<file path="src/design/bdc_pkg.sv">
// Shared types and constants for the buoyancy depth controller.
// No dependencies; every other design file imports this package.
package bdc_pkg;

    localparam int P_BITS    = 19;
    localparam int ADDR_BITS = 5;
    localparam int DATA_BITS = 32;

    typedef enum logic [2:0] {
        REG_TARGET   = 3'd0,
        REG_START    = 3'd1,
        REG_BAND     = 3'd2,
        REG_PROGRESS = 3'd3,
        REG_SPEED    = 3'd4,
        REG_HOLD     = 3'd5
    } t_reg_idx;

    typedef enum logic [1:0] {
        MOT_RISE = 2'd0,
        MOT_SINK = 2'd1,
        MOT_STOP = 2'd2
    } t_motion;

    typedef struct packed {
        logic [P_BITS-1:0] pressure_q4;
        logic [31:0]       now_ms;
        logic              mode_sw;
        logic              push_sw;
        logic              pull_sw;
    } t_in_item;

    typedef struct packed {
        logic [7:0] drive_a;
        logic [7:0] drive_b;
        t_motion    motion;
        logic       auto_active;
        logic       calibrated;
    } t_out_item;

    typedef struct packed {
        logic [P_BITS-1:0] target_pressure_q4;
        logic [P_BITS-1:0] start_pressure_q4;
        logic [11:0]       stop_band_q4;
        logic [11:0]       progress_delta_q4;
        logic [7:0]        drive_speed;
        logic [15:0]       hold_ms;
    } t_cfg;

    localparam logic [P_BITS-1:0] RST_TARGET   = P_BITS'(16880);
    localparam logic [P_BITS-1:0] RST_START    = P_BITS'(16368);
    localparam logic [11:0]       RST_BAND     = 12'd80;
    localparam logic [11:0]       RST_PROGRESS = 12'd16;
    localparam logic [7:0]        RST_SPEED    = 8'd255;
    localparam logic [15:0]       RST_HOLD     = 16'd5000;
    localparam logic [P_BITS-1:0] RST_PREV     = P_BITS'(159984);
    localparam logic [P_BITS-1:0] RST_MIN      = P_BITS'(160000);

    localparam logic [31:0] SETTLE_MS   = 32'd2000;
    localparam logic [31:0] WIN_LO_MS   = 32'd1000;
    localparam logic [31:0] WIN_HI_MS   = 32'd1500;
    localparam logic [31:0] PHASE_MS    = 32'd1800;
    localparam logic [31:0] HALF_MS     = 32'd900;

endpackage

</file>
<file path="src/design/bdc_regs.sv">
// Configuration register file behind the APB-style port.
// Depends on bdc_pkg for the register indexes and the t_cfg struct.
module bdc_regs (
    input  logic                         i_clk,
    input  logic                         i_rst_n,
    input  logic                         psel,
    input  logic                         penable,
    input  logic                         pwrite,
    input  logic [bdc_pkg::ADDR_BITS-1:0] paddr,
    input  logic [bdc_pkg::DATA_BITS-1:0] pwdata,
    output logic [bdc_pkg::DATA_BITS-1:0] prdata,
    output logic                         pready,
    output bdc_pkg::t_cfg                o_cfg
);
    import bdc_pkg::*;

    t_cfg     r_cfg;
    t_cfg     n_cfg;
    t_reg_idx idx;
    logic     wr_en;

    assign idx    = t_reg_idx'(paddr[4:2]);
    assign wr_en  = psel && penable && pwrite;
    assign pready = 1'b1;
    assign o_cfg  = r_cfg;

    always_comb begin
        n_cfg = r_cfg;
        if (wr_en) begin
            unique case (idx)
                REG_TARGET:   n_cfg.target_pressure_q4 = pwdata[P_BITS-1:0];
                REG_START:    n_cfg.start_pressure_q4  = pwdata[P_BITS-1:0];
                REG_BAND:     n_cfg.stop_band_q4       = pwdata[11:0];
                REG_PROGRESS: n_cfg.progress_delta_q4  = pwdata[11:0];
                REG_SPEED:    n_cfg.drive_speed        = pwdata[7:0];
                REG_HOLD:     n_cfg.hold_ms            = pwdata[15:0];
                default:      n_cfg = r_cfg;
            endcase
        end
    end

    always_comb begin
        unique case (idx)
            REG_TARGET:   prdata = DATA_BITS'(r_cfg.target_pressure_q4);
            REG_START:    prdata = DATA_BITS'(r_cfg.start_pressure_q4);
            REG_BAND:     prdata = DATA_BITS'(r_cfg.stop_band_q4);
            REG_PROGRESS: prdata = DATA_BITS'(r_cfg.progress_delta_q4);
            REG_SPEED:    prdata = DATA_BITS'(r_cfg.drive_speed);
            REG_HOLD:     prdata = DATA_BITS'(r_cfg.hold_ms);
            default:      prdata = '0;
        endcase
    end

    always_ff @(posedge i_clk) begin
        if (!i_rst_n) begin
            r_cfg.target_pressure_q4 <= RST_TARGET;
            r_cfg.start_pressure_q4  <= RST_START;
            r_cfg.stop_band_q4       <= RST_BAND;
            r_cfg.progress_delta_q4  <= RST_PROGRESS;
            r_cfg.drive_speed        <= RST_SPEED;
            r_cfg.hold_ms            <= RST_HOLD;
        end else begin
            r_cfg <= n_cfg;
        end
    end

endmodule

</file>
<file path="src/design/bdc_ctrl.sv">
// Controller state and the one-item update: mode latch, minimum search,
// timed pulsing toward target. Depends on bdc_pkg.
module bdc_ctrl (
    input  logic               i_clk,
    input  logic               i_rst_n,
    input  bdc_pkg::t_cfg      i_cfg,
    input  logic               i_step,
    input  bdc_pkg::t_in_item  i_item,
    output bdc_pkg::t_out_item o_result
);
    import bdc_pkg::*;

    localparam int W = P_BITS + 2;

    logic              r_auto, r_settled, r_sink_p, r_rise_p;
    logic [P_BITS-1:0] r_prev, r_min;
    logic [31:0]       r_mark;
    logic [7:0]        r_pin_a, r_pin_b;
    t_motion           r_motion;

    logic              n_auto, n_settled, n_sink_p, n_rise_p;
    logic [P_BITS-1:0] n_prev, n_min;
    logic [31:0]       n_mark;
    logic [7:0]        n_pin_a, n_pin_b;
    t_motion           n_motion;

    logic              do_drive;
    t_motion           cmd;
    logic [31:0]       el;
    logic signed [W-1:0] c_s, tgt_s, band_s, dlt_s, min_s, prev_s;
    logic              in_band;

    assign el     = i_item.now_ms - r_mark;
    assign c_s    = $signed({2'b00, i_item.pressure_q4});
    assign tgt_s  = $signed({2'b00, i_cfg.target_pressure_q4});
    assign band_s = $signed({{(W-12){1'b0}}, i_cfg.stop_band_q4});
    assign dlt_s  = $signed({{(W-12){1'b0}}, i_cfg.progress_delta_q4});
    assign min_s  = $signed({2'b00, r_min});
    assign prev_s = $signed({2'b00, r_prev});
    assign in_band = (c_s > tgt_s - band_s) && (c_s < tgt_s + band_s);

    // Decide the command and the flag and timer updates for this item.
    always_comb begin
        n_auto    = r_auto;
        n_settled = r_settled;
        n_sink_p  = r_sink_p;
        n_rise_p  = r_rise_p;
        n_prev    = r_prev;
        n_min     = r_min;
        n_mark    = r_mark;
        do_drive  = 1'b0;
        cmd       = MOT_STOP;
        if (!r_auto) begin
            if (i_item.mode_sw) begin
                n_auto = 1'b1;
            end else if (i_item.push_sw && !i_item.pull_sw) begin
                do_drive = 1'b1;
                cmd      = MOT_SINK;
            end else if (i_item.pull_sw && !i_item.push_sw) begin
                do_drive = 1'b1;
                cmd      = MOT_RISE;
            end else begin
                do_drive = 1'b1;
            end
        end else if (i_item.pressure_q4 < i_cfg.start_pressure_q4) begin
            do_drive = 1'b1;
        end else if (!r_settled) begin
            if (el >= SETTLE_MS) begin
                if (c_s - min_s <= dlt_s) begin
                    n_settled = 1'b1;
                end
                n_mark = i_item.now_ms;
            end else if (el >= WIN_LO_MS && el < WIN_HI_MS) begin
                if (r_min > i_item.pressure_q4) begin
                    n_min = i_item.pressure_q4;
                end
            end
        end else if (in_band) begin
            do_drive = 1'b1;
        end else if (c_s > tgt_s) begin
            n_rise_p = 1'b0;
            if (!r_sink_p) begin
                if (el >= PHASE_MS) begin
                    do_drive = 1'b1;
                    n_mark   = i_item.now_ms;
                    if (c_s - prev_s <= dlt_s) begin
                        n_sink_p = 1'b1;
                    end
                end else if (el >= HALF_MS) begin
                    do_drive = 1'b1;
                    cmd      = MOT_SINK;
                    n_prev   = i_item.pressure_q4;
                end
            end else if (el <= HALF_MS) begin
                do_drive = 1'b1;
                cmd      = MOT_RISE;
            end else if (el >= {16'd0, i_cfg.hold_ms} && in_band) begin
                n_sink_p = 1'b0;
            end
        end else if (c_s < tgt_s) begin
            n_sink_p = 1'b0;
            if (!r_rise_p) begin
                if (el >= PHASE_MS) begin
                    do_drive = 1'b1;
                    n_mark   = i_item.now_ms;
                    if (prev_s - c_s <= dlt_s) begin
                        n_rise_p = 1'b1;
                    end
                end else if (el >= HALF_MS) begin
                    do_drive = 1'b1;
                    cmd      = MOT_RISE;
                    n_prev   = i_item.pressure_q4;
                end
            end else if (el <= HALF_MS) begin
                do_drive = 1'b1;
                cmd      = MOT_SINK;
            end else if (el >= {16'd0, i_cfg.hold_ms} && in_band) begin
                n_rise_p = 1'b0;
            end
        end
    end

    // Map the command onto the pins; no command keeps the old levels.
    always_comb begin
        n_motion = r_motion;
        n_pin_a  = r_pin_a;
        n_pin_b  = r_pin_b;
        if (do_drive) begin
            n_motion = cmd;
            n_pin_a  = (cmd == MOT_SINK) ? i_cfg.drive_speed : 8'd0;
            n_pin_b  = (cmd == MOT_RISE) ? i_cfg.drive_speed : 8'd0;
        end
    end

    assign o_result.drive_a     = n_pin_a;
    assign o_result.drive_b     = n_pin_b;
    assign o_result.motion      = n_motion;
    assign o_result.auto_active = n_auto;
    assign o_result.calibrated  = n_settled;

    always_ff @(posedge i_clk) begin
        if (!i_rst_n) begin
            r_auto    <= 1'b0;
            r_settled <= 1'b0;
            r_sink_p  <= 1'b0;
            r_rise_p  <= 1'b0;
            r_prev    <= RST_PREV;
            r_min     <= RST_MIN;
            r_mark    <= '0;
            r_pin_a   <= '0;
            r_pin_b   <= '0;
            r_motion  <= MOT_STOP;
        end else if (i_step) begin
            r_auto    <= n_auto;
            r_settled <= n_settled;
            r_sink_p  <= n_sink_p;
            r_rise_p  <= n_rise_p;
            r_prev    <= n_prev;
            r_min     <= n_min;
            r_mark    <= n_mark;
            r_pin_a   <= n_pin_a;
            r_pin_b   <= n_pin_b;
            r_motion  <= n_motion;
        end
    end

endmodule

</file>
<file path="src/design/buoyancy_depth_controller.sv">
// Top level of the buoyancy depth controller: input register, controller
// update, result register and configuration port. Uses bdc_pkg, bdc_regs, bdc_ctrl.
//
//   channel  | handshake                    | payload
//   ---------+------------------------------+-------------------------------
//   input    | i_in_valid / o_in_ready      | i_in_item  (t_in_item)
//   result   | o_out_valid / i_out_ready    | o_out_item (t_out_item)
//   config   | psel, penable, pwrite/pready | paddr, pwdata, prdata
//
// One item per cycle sustained while i_out_ready holds; an accepted item
// passes the input register, then the controller update into the result
// register, from which it leaves when i_out_ready is high.
// The state update is a single pass of compares and a 32-bit
// subtract, so consecutive items flow without bubbles.
// Reset is synchronous, active low: control state and registers take their
// defaults, both pipeline stages empty. A stalled result holds the result
// register; the input register still takes one more item behind it.
module buoyancy_depth_controller (
    input  logic                          i_clk,
    input  logic                          i_rst_n,
    input  logic                          i_in_valid,
    output logic                          o_in_ready,
    input  bdc_pkg::t_in_item             i_in_item,
    output logic                          o_out_valid,
    input  logic                          i_out_ready,
    output bdc_pkg::t_out_item            o_out_item,
    input  logic                          psel,
    input  logic                          penable,
    input  logic                          pwrite,
    input  logic [bdc_pkg::ADDR_BITS-1:0] paddr,
    input  logic [bdc_pkg::DATA_BITS-1:0] pwdata,
    output logic [bdc_pkg::DATA_BITS-1:0] prdata,
    output logic                          pready
);
    import bdc_pkg::*;

    t_cfg      cfg;
    logic      r_s1_valid, n_s1_valid;
    t_in_item  r_s1_item;
    logic      r_out_valid, n_out_valid;
    t_out_item r_out_item;
    t_out_item step_result;
    logic      s1_advance;
    logic      in_take;

    bdc_regs u_regs (
        .i_clk   (i_clk),
        .i_rst_n (i_rst_n),
        .psel    (psel),
        .penable (penable),
        .pwrite  (pwrite),
        .paddr   (paddr),
        .pwdata  (pwdata),
        .prdata  (prdata),
        .pready  (pready),
        .o_cfg   (cfg)
    );

    bdc_ctrl u_ctrl (
        .i_clk    (i_clk),
        .i_rst_n  (i_rst_n),
        .i_cfg    (cfg),
        .i_step   (s1_advance),
        .i_item   (r_s1_item),
        .o_result (step_result)
    );

    // Advance the staged item when the result register is free or draining.
    assign s1_advance  = r_s1_valid && (!r_out_valid || i_out_ready);
    assign o_in_ready  = !r_s1_valid || s1_advance;
    assign in_take     = i_in_valid && o_in_ready;
    assign n_s1_valid  = in_take || (r_s1_valid && !s1_advance);
    assign n_out_valid = s1_advance || (r_out_valid && !i_out_ready);

    assign o_out_valid = r_out_valid;
    assign o_out_item  = r_out_item;

    always_ff @(posedge i_clk) begin
        if (!i_rst_n) begin
            r_s1_valid  <= 1'b0;
            r_out_valid <= 1'b0;
        end else begin
            r_s1_valid  <= n_s1_valid;
            r_out_valid <= n_out_valid;
        end
    end

    // Payload registers: load on take or advance, hold otherwise.
    always_ff @(posedge i_clk) begin
        if (in_take) begin
            r_s1_item <= i_in_item;
        end
        if (s1_advance) begin
            r_out_item <= step_result;
        end
    end

`ifndef SYNTHESIS
    a_pins_exclusive: assert property (@(posedge i_clk) disable iff (!i_rst_n)
        r_out_valid |-> !(r_out_item.drive_a != 8'd0 && r_out_item.drive_b != 8'd0))
        else $error("both motor pins driven");

    a_stop_quiet: assert property (@(posedge i_clk) disable iff (!i_rst_n)
        (r_out_valid && r_out_item.motion == MOT_STOP)
            |-> (r_out_item.drive_a == 8'd0 && r_out_item.drive_b == 8'd0))
        else $error("stopped motor with a pin driven");

    a_calib_needs_auto: assert property (@(posedge i_clk) disable iff (!i_rst_n)
        (r_out_valid && r_out_item.calibrated) |-> r_out_item.auto_active)
        else $error("calibrated without auto mode");

    a_ready_only_when_full: assert property (@(posedge i_clk) disable iff (!i_rst_n)
        !o_in_ready |-> (r_s1_valid && r_out_valid && !i_out_ready))
        else $error("input stalled with room in the pipeline");
`endif

endmodule
</file>
<file path="config.mk">
export PLATFORM = sky130hd
export DESIGN_NAME = buoyancy_depth_controller
export DESIGN_NICKNAME = d
export VERILOG_FILES = /design/src/design/bdc_pkg.sv /design/src/design/bdc_regs.sv /design/src/design/bdc_ctrl.sv /design/src/design/buoyancy_depth_controller.sv
export SDC_FILE = /design/constraint.sdc
export NUM_CORES = 1
export LEC_CHECK = 0
export BUFFER_PORTS_ARGS = -buffer_cell sky130_fd_sc_hd__buf_2
export CAP_MARGIN = 10
export CORE_ASPECT_RATIO = 0.9
export CORE_MARGIN = 2
export CORE_UTILIZATION = 45
export CTS_CLUSTER_DIAMETER = 120
export DETAILED_ROUTE_END_ITERATION = 10
export GPL_ROUTABILITY_DRIVEN = 0
export PLACE_DENSITY = 0.61
export SKIP_LAST_GASP = 1
export SLEW_MARGIN = 20
export SYNTH_ARGS = -nofsm -noshare
export SYNTH_HDL_FRONTEND = slang
export SYNTH_HIERARCHICAL = 1
export SYNTH_SLANG_ARGS = --single-unit
</file>
<file path="constraint.sdc">
create_clock -name i_clk -period 7.6 [get_ports i_clk]
set_input_delay 1.52 -clock i_clk [delete_from_list [all_inputs] [get_ports i_clk]]
set_output_delay 1.52 -clock i_clk [all_outputs]
set_load 0.005 [all_outputs]
</file>
After elaboration in Yosys (flattened, before gate mapping)
Cells that the tools add are included.
- input bits: 98
- register bits after elaboration: 254
- word-level logic and storage cells: 169
- mux-type cells: 68
- bitwise gates (word level): 4
- add/sub/neg operators: 6
- reductions and logical operators: 35
- equality and inequality tests: 12
- magnitude comparators: 16
- operators by type and width (kind ; count):
    2-to-1 mux 32 bit ; 8
    2-to-1 mux 19 bit ; 6
    one-hot mux 19 bit (6 select lines) ; 1
    >= comparator 32 x 10 -> 1 bit (second input constant) ; 2
    >= comparator 32 x 11 -> 1 bit (second input constant) ; 2
    <= comparator 21 x 13 -> 1 bit ; 3
    subtractor 19 x 19 -> 20 bit ; 3
    greater-than comparator 19 bit ; 2
    < comparator 19 bit ; 2
    2-to-1 mux 2 bit ; 18
    >= comparator 32 x 16 -> 1 bit ; 1
    <= comparator 32 x 10 -> 1 bit (second input constant) ; 1
    < comparator 32 x 11 -> 1 bit (second input constant) ; 1
    2-to-1 mux 8 bit ; 4
    subtractor 32 bit ; 1
    2-to-1 mux 1 bit ; 31
    greater-than comparator 20 x 21 -> 1 bit ; 1
    < comparator 20 x 21 -> 1 bit ; 1
    adder 19 x 12 -> 20 bit ; 1
    subtractor 19 x 12 -> 20 bit ; 1
    AND reduction 8 bit ; 2
    AND reduction 2 bit ; 6
    logical AND 1 bit ; 11
    inequality test 3 bit (second input constant) ; 3
    13 further kinds ; 29

Logic depth before layout (Yosys ltp)
- depth in word-level cells: 14
- depth in mapped cells: 31

Cells and area by module
The synthesis kept the hierarchy.
- modules (own cells, without submodules) (module ; times used ; cells each ; seq. area each (um2) ; area each (um2)):
    bdc_ctrl ; 1 ; 1777 ; 1841.8 ; 13137.6
    bdc_regs ; 1 ; 448 ; 1721.7 ; 4101.4
    buoyancy_depth_controller ; 1 ; 83 ; 2262.2 ; 2326.0

Worst setup path after synthesis
No wires, ideal clock.
- path type: register -> register
- from: register u_regs.r_cfg (netlist bit u_regs/o_cfg[67])
- to: register r_out_item (netlist bit o_out_item[10]) (data pin)
- library setup time: 0.266 ns
- data arrival time: 5.641 ns
- data required time: 7.334 ns
- cell stages (with the launch flop): 31
- period minus slack after synthesis: 5.907 ns
- path slack: 1.693 ns
- path buffers: 1
- cells stage by stage: dfxtp_1 -> inv_1 -> ha_1 -> inv_1 -> fa_1 -> a21o_1 -> a21oi_1 -> o21bai_1 -> a21oi_1 -> o21bai_1 -> a21oi_1 -> o21bai_1 -> a21oi_1 -> nor2b_1 -> o21a_1 -> or4_1 -> xnor2_1 -> ha_1 -> nand4_1 -> nor3_1 -> and3_1 -> a221oi_1 -> a221oi_1 -> nor4b_1 -> o22a_1 -> nor2_1 -> a211oi_1 -> a21oi_1 -> o211ai_1 -> clkbuf_1 -> o31ai_1
- RTL lines (item ; RTL line ; RTL):
    from (decl) ; bdc_regs.sv:17 ; t_cfg r_cfg;
    from (signal assigned) ; bdc_regs.sv:63 ; r_cfg <= n_cfg;
    to (signal assigned) ; buoyancy_depth_controller.sv:94 ; r_out_item <= step_result;
    to (decl) ; buoyancy_depth_controller.sv:41 ; t_out_item r_out_item;

Final worst setup path
- from: register u_regs.r_cfg (netlist bit u_regs/o_cfg[36])
- to: register u_ctrl.r_pin_b[5]
- cells in the longest elaborated chain, start to end: 10
- elaborated cells on any way between the ends: 16
- those cells by class: 2 x add/sub; 2 x order compare; 10 x mux; 2 x reduce/logical
- ends and longest elaborated chain (item ; RTL line ; RTL):
    subtractor 19 x 12 -> 20 bit or adder 19 x 12 -> 20 bit (tied branches) ; bdc_ctrl.sv:40 ; assign in_band = (c_s > tgt_s - band_s) && (c_s < tgt_s + band_s);
    greater-than comparator 20 x 21 -> 1 bit or < comparator 20 x 21 -> 1 bit (tied branches) ; bdc_ctrl.sv:40 ;
    logical AND 1 bit (*) ; bdc_ctrl.sv:40 ;
    2-to-1 mux 2 bit ; bdc_ctrl.sv:78 ; end else if (in_band) begin
    2-to-1 mux 2 bit ; bdc_ctrl.sv:67 ; end else if (!r_settled) begin
    2-to-1 mux 2 bit ; bdc_ctrl.sv:65 ; end else if (i_item.pressure_q4 < i_cfg.start_pressure_q4) begin
    2-to-1 mux 2 bit ; bdc_ctrl.sv:53 ; if (!r_auto) begin
    zero test 2 bit ; bdc_ctrl.sv:131 ; n_pin_b = (cmd == MOT_RISE) ? i_cfg.drive_speed : 8'd0;
    2-to-1 mux 8 bit ; bdc_ctrl.sv:131 ;
    2-to-1 mux 8 bit (*) ; bdc_ctrl.sv:128 ; if (do_drive) begin
    to (signal assigned) ; bdc_ctrl.sv:162 ; r_pin_b <= n_pin_b;
    to (decl) ; bdc_ctrl.sv:18 ; logic [7:0] r_pin_a, r_pin_b;
Mark *: on every way between the ends. The rest lies on a longest branch, timed or not.
A chain may end at the register's enable or synchronous reset.

==> summary.md <==
| Metric | Value |
|---|---|
| Mapped Area | `~20000 sq um` |
| Clock Skew | `0.0500 ns` |
| Die footprint | `around 45000 sq um` |
| Max IR drop VDD | `between 0.1 and 0.15 mV` |
| Switching Fraction | `0.286` |
| Period minus WS final | `7.03 ns` |
| Least-Margin Pin Slew | `approximately 1.0 ns` |
| Layout cells sized above 1 | `0.109` |
| Syn Area/Cell | `approximately 8.5 sq um` |
| Initial antenna violation count | `0` |
| Drt first pass iters | `6` |
| Via density | `around 5.9` |
| Crit path required time | `between 8 and 9 ns` |
| Post-DP Area | `between 20000 and 25000 sq um` |
| Via count | `approximately 17000` |
| Clock Tree Buf Depth | `3` |
| Largest net degree at the start of global routing | `87` |
| First-pass GRT wire length | `88500 um` |
| Fin util | `0.500` |
| Max Slew Vio Count | `0` |
| Die X | `around 220 um` |
| # IOs | `around 150` |
| Die Height | `202 um` |
| Relative slew slack | `0.286` |
| Async SR Flop Fraction | `0` |
| Synth Register Bits | `approximately 250` |
| # nets final | `2685` |
| Fmax | `around 0.14 GHz` |
| Vias in the first global route | `around 16000` |
| Setup ws final | `~0.57 ns` |
| CP most frequent cell | `a21oi_1` |
| Post-synth EDFFs | `74` |
| Main synth FF type | `dfxtp_1` |
| DR iter-0 viols | `1658` |
| Hold_sp | `u_regs/o_cfg[15]` |
| CP peak stage delay | `0.70 ns` |
| Drt total wl | `55700 um` |
| Post-route setup TNS | `0 ns` |
| Number of buffers added on ports | `between 100 and 150` |
| PwrDens | `168 nW/um^2` |
| Setup CP Type | `register to register` |
| Critical-path top delay cell | `and2_1` |
| Clock Sink Count | `between 200 and 300` |
| Critical Path Source | `u_regs/o_cfg[36]` |
| RSZ-0062 raised after global routing | `no` |
| Hold Buf Count CTS | `0` |
| H-Tree Depth | `1` |
| Sequential share of the synthesized area | `0.298` |
| Startpoint Class | `register` |
| Clk root buf | `clkbuf_16` |
| Core footprint | `about 43000 sq um` |
| Antenna fix cells | `0` |
| CP Data Arrival Time | `between 7 and 8 ns` |
| Mean routed wirelength per cell | `~19 um` |
| Internal | `between 2 and 3 mW` |
| Placed Cells | `2882` |
| TritonCTS buffer count | `30` |
| Worst skew pair latency | `0.61 ns` |
| Post-CTS setup buffers | `0` |
| Area Growth Syn to Fin | `9.85%` |
| DP HPWL | `40900 um` |
| Final setup violation count | `0` |
| Worst-path fanout max | `18` |
| Clk pwr share | `0.436` |
| Netlist cell types | `95` |
| Final instance area | `about 21000 sq um` |
| CTS clk-pin slew, worst paths | `0.06 ns` |
| Total grt overflow | `0` |
| Sw Pwr | `1.03 mW` |
| Comb power frac | `0.158` |
| Number of gates resized after cts | `0` |
| Status | `finished, final reports clean` |
| Fin crit share | `0.925` |
| Hold Path Class | `register to register` |
| Antenna Nets Post-Route | `0` |
| CTS tree | `built` |
| Residual DRC | `0` |
| Final Instance Count excl. Fillers | `around 2900` |
| Synth Warn # | `6` |
| Reg-to-Reg Start | `u_regs/o_cfg[36]` |
| # rows | `72` |
| Cells after synthesis | `2308` |
| Gr usage total | `0.241` |
| Pre-CTS WS | `between 0.7 and 0.8 ns` |
| Number of max-cap violations | `0` |
| Flop pwr share | `0.406` |
| Leak | `between 9 and 10 nW` |
| Initial Utilization | `0.455` |
| Endpoints failing hold | `0` |
| Crit end category | `register` |
## power groups by stage
stage	clock network, mW	registers, mW	logic (mW)
after floorplan	0	1.48	0.415
after global placement	0	1.49	0.544
after detailed placement	0	1.49	0.557
after CTS	1.61	1.47	0.561
after global routing	1.67	1.47	0.633
final	1.58	1.47	0.569
## flip-flops by register name (all words and copies together) (netlist names)
signal / flops
u_regs/o_cfg: 86
r_s1_item: 54
u_ctrl/r_mark: 32
o_out_item: 20
u_ctrl/r_min: 19
u_ctrl/r_prev: 19
u_ctrl/r_pin_a: 8
u_ctrl/r_pin_b: 8
u_ctrl/r_motion: 2
o_out_valid: 1
r_s1_valid: 1
u_ctrl/r_auto: 1
u_ctrl/r_rise_p: 1
u_ctrl/r_settled: 1
u_ctrl/r_sink_p: 1
## cell type report
type                       count  area, sq um
inverter                     219          822
fill                        4053        21500
clock inverter                23          294
clock buffer                  33          793
sequential                   254         5830
timing repair buffer         136          716
tap                          555          694
multi-input combinational   1718        12300
## final timing paths
kind	to	slack, ns	cells past startpoint
max reg2reg	u_ctrl/r_pin_b[5]	0.57	27
max	u_ctrl/r_pin_b[5]	0.57	27
min	u_regs/o_cfg[15]	0.46	2
min reg2reg	u_regs/o_cfg[15]	0.46	2
## Yosys cell counts (65+ instances only)
cell type	instances	area, sq um
a21o_1	66	495
inv_1	216	811
nand2_1	198	743
nor2_1	117	439
o21ai_0	143	716
dfxtp_1	180	3600
clkbuf_1	65	244
a21oi_1	166	831
ha_1	222	2780
mux2i_1	93	931
nand3_1	77	385
edfxtp_1	74	2220
## kinds of logic (layout without fill, tap and decap cells)
group,Yosys count,after routing,share of synthesized area
simple gates,626,626,0.161
fa+ha+maj,228,228,0.148
compound gates,643,643,0.216
flops,254,254,0.298
other cells,2,14,0.000384
buf+inv,348,411,0.0751
mux,114,114,0.0597
xor+xnor,93,93,0.0416
## worst max-delay path, delay by kind of cell (launching register included)
kind	cells	cell delay [ns]
xor gates and xnor gates	1	0.14
adders and majority gates	3	0.92
AOI/OAI and AO/OA	14	3.04
buffers and inverters	1	0.07
and+or+nand+nor	8	2.25
DFF	1	0.42
## cell usage in the layout (no fill, tap or decap), types with 11 or more instances in the layout
master     netlist  final
clkbuf_16        0     31
a21o_1          66     66
buf_4           25     14
conb_1           2     14
o31ai_1         19     19
nand3_1         77     77
o21ai_0        143    143
nor2_1         117    117
and3_1          14     14
o211ai_1        46     46
a211o_1         11     11
o32ai_1         17     17
a221oi_1        15     15
xnor2_1         63     63
nand2b_1        34     34
nor2b_1         30     29
a22oi_1         19     19
buf_2           30    122
mux2_2          20     20
mux2i_1         93     93
or2_2           14     14
ha_1           222    222
edfxtp_1        74     74
a31oi_1         20     20
a21oi_1        166    165
nor4_1          15     14
nand4_1         37     37
o21bai_1        15     15
xor2_1          30     30
dfxtp_1        180    180
o21a_1          13     13
nand2_1        198    198
nor3_1          30     30
inv_1          216    216
## per-layer routing
| layer | up-vias | wire length, um | track usage | share of wire |
|---|---|---|---|---|
| met3 | 62 | 3260 | 0.0313 | 0.058 |
| met5 | - | 0 | 0 | 0 |
| met2 | 530 | 24000 | 0.370 | 0.43 |
| met1 | 8231 | 27300 | 0.361 | 0.49 |
| met4 | 0 | 1060 | 0.0493 | 0.019 |
| li1 | 8405 | - | - | - |
## per-stage QoR
stage                     total power [mW]  hold slack (ns)
after floorplan                       1.89            0.431
after global placement                2.04            0.444
after detailed placement              2.05            0.455
after CTS                             3.64            0.464
after global routing                  3.77            0.478
final                                 3.61            0.465
(Power assumes the default switching activity.)
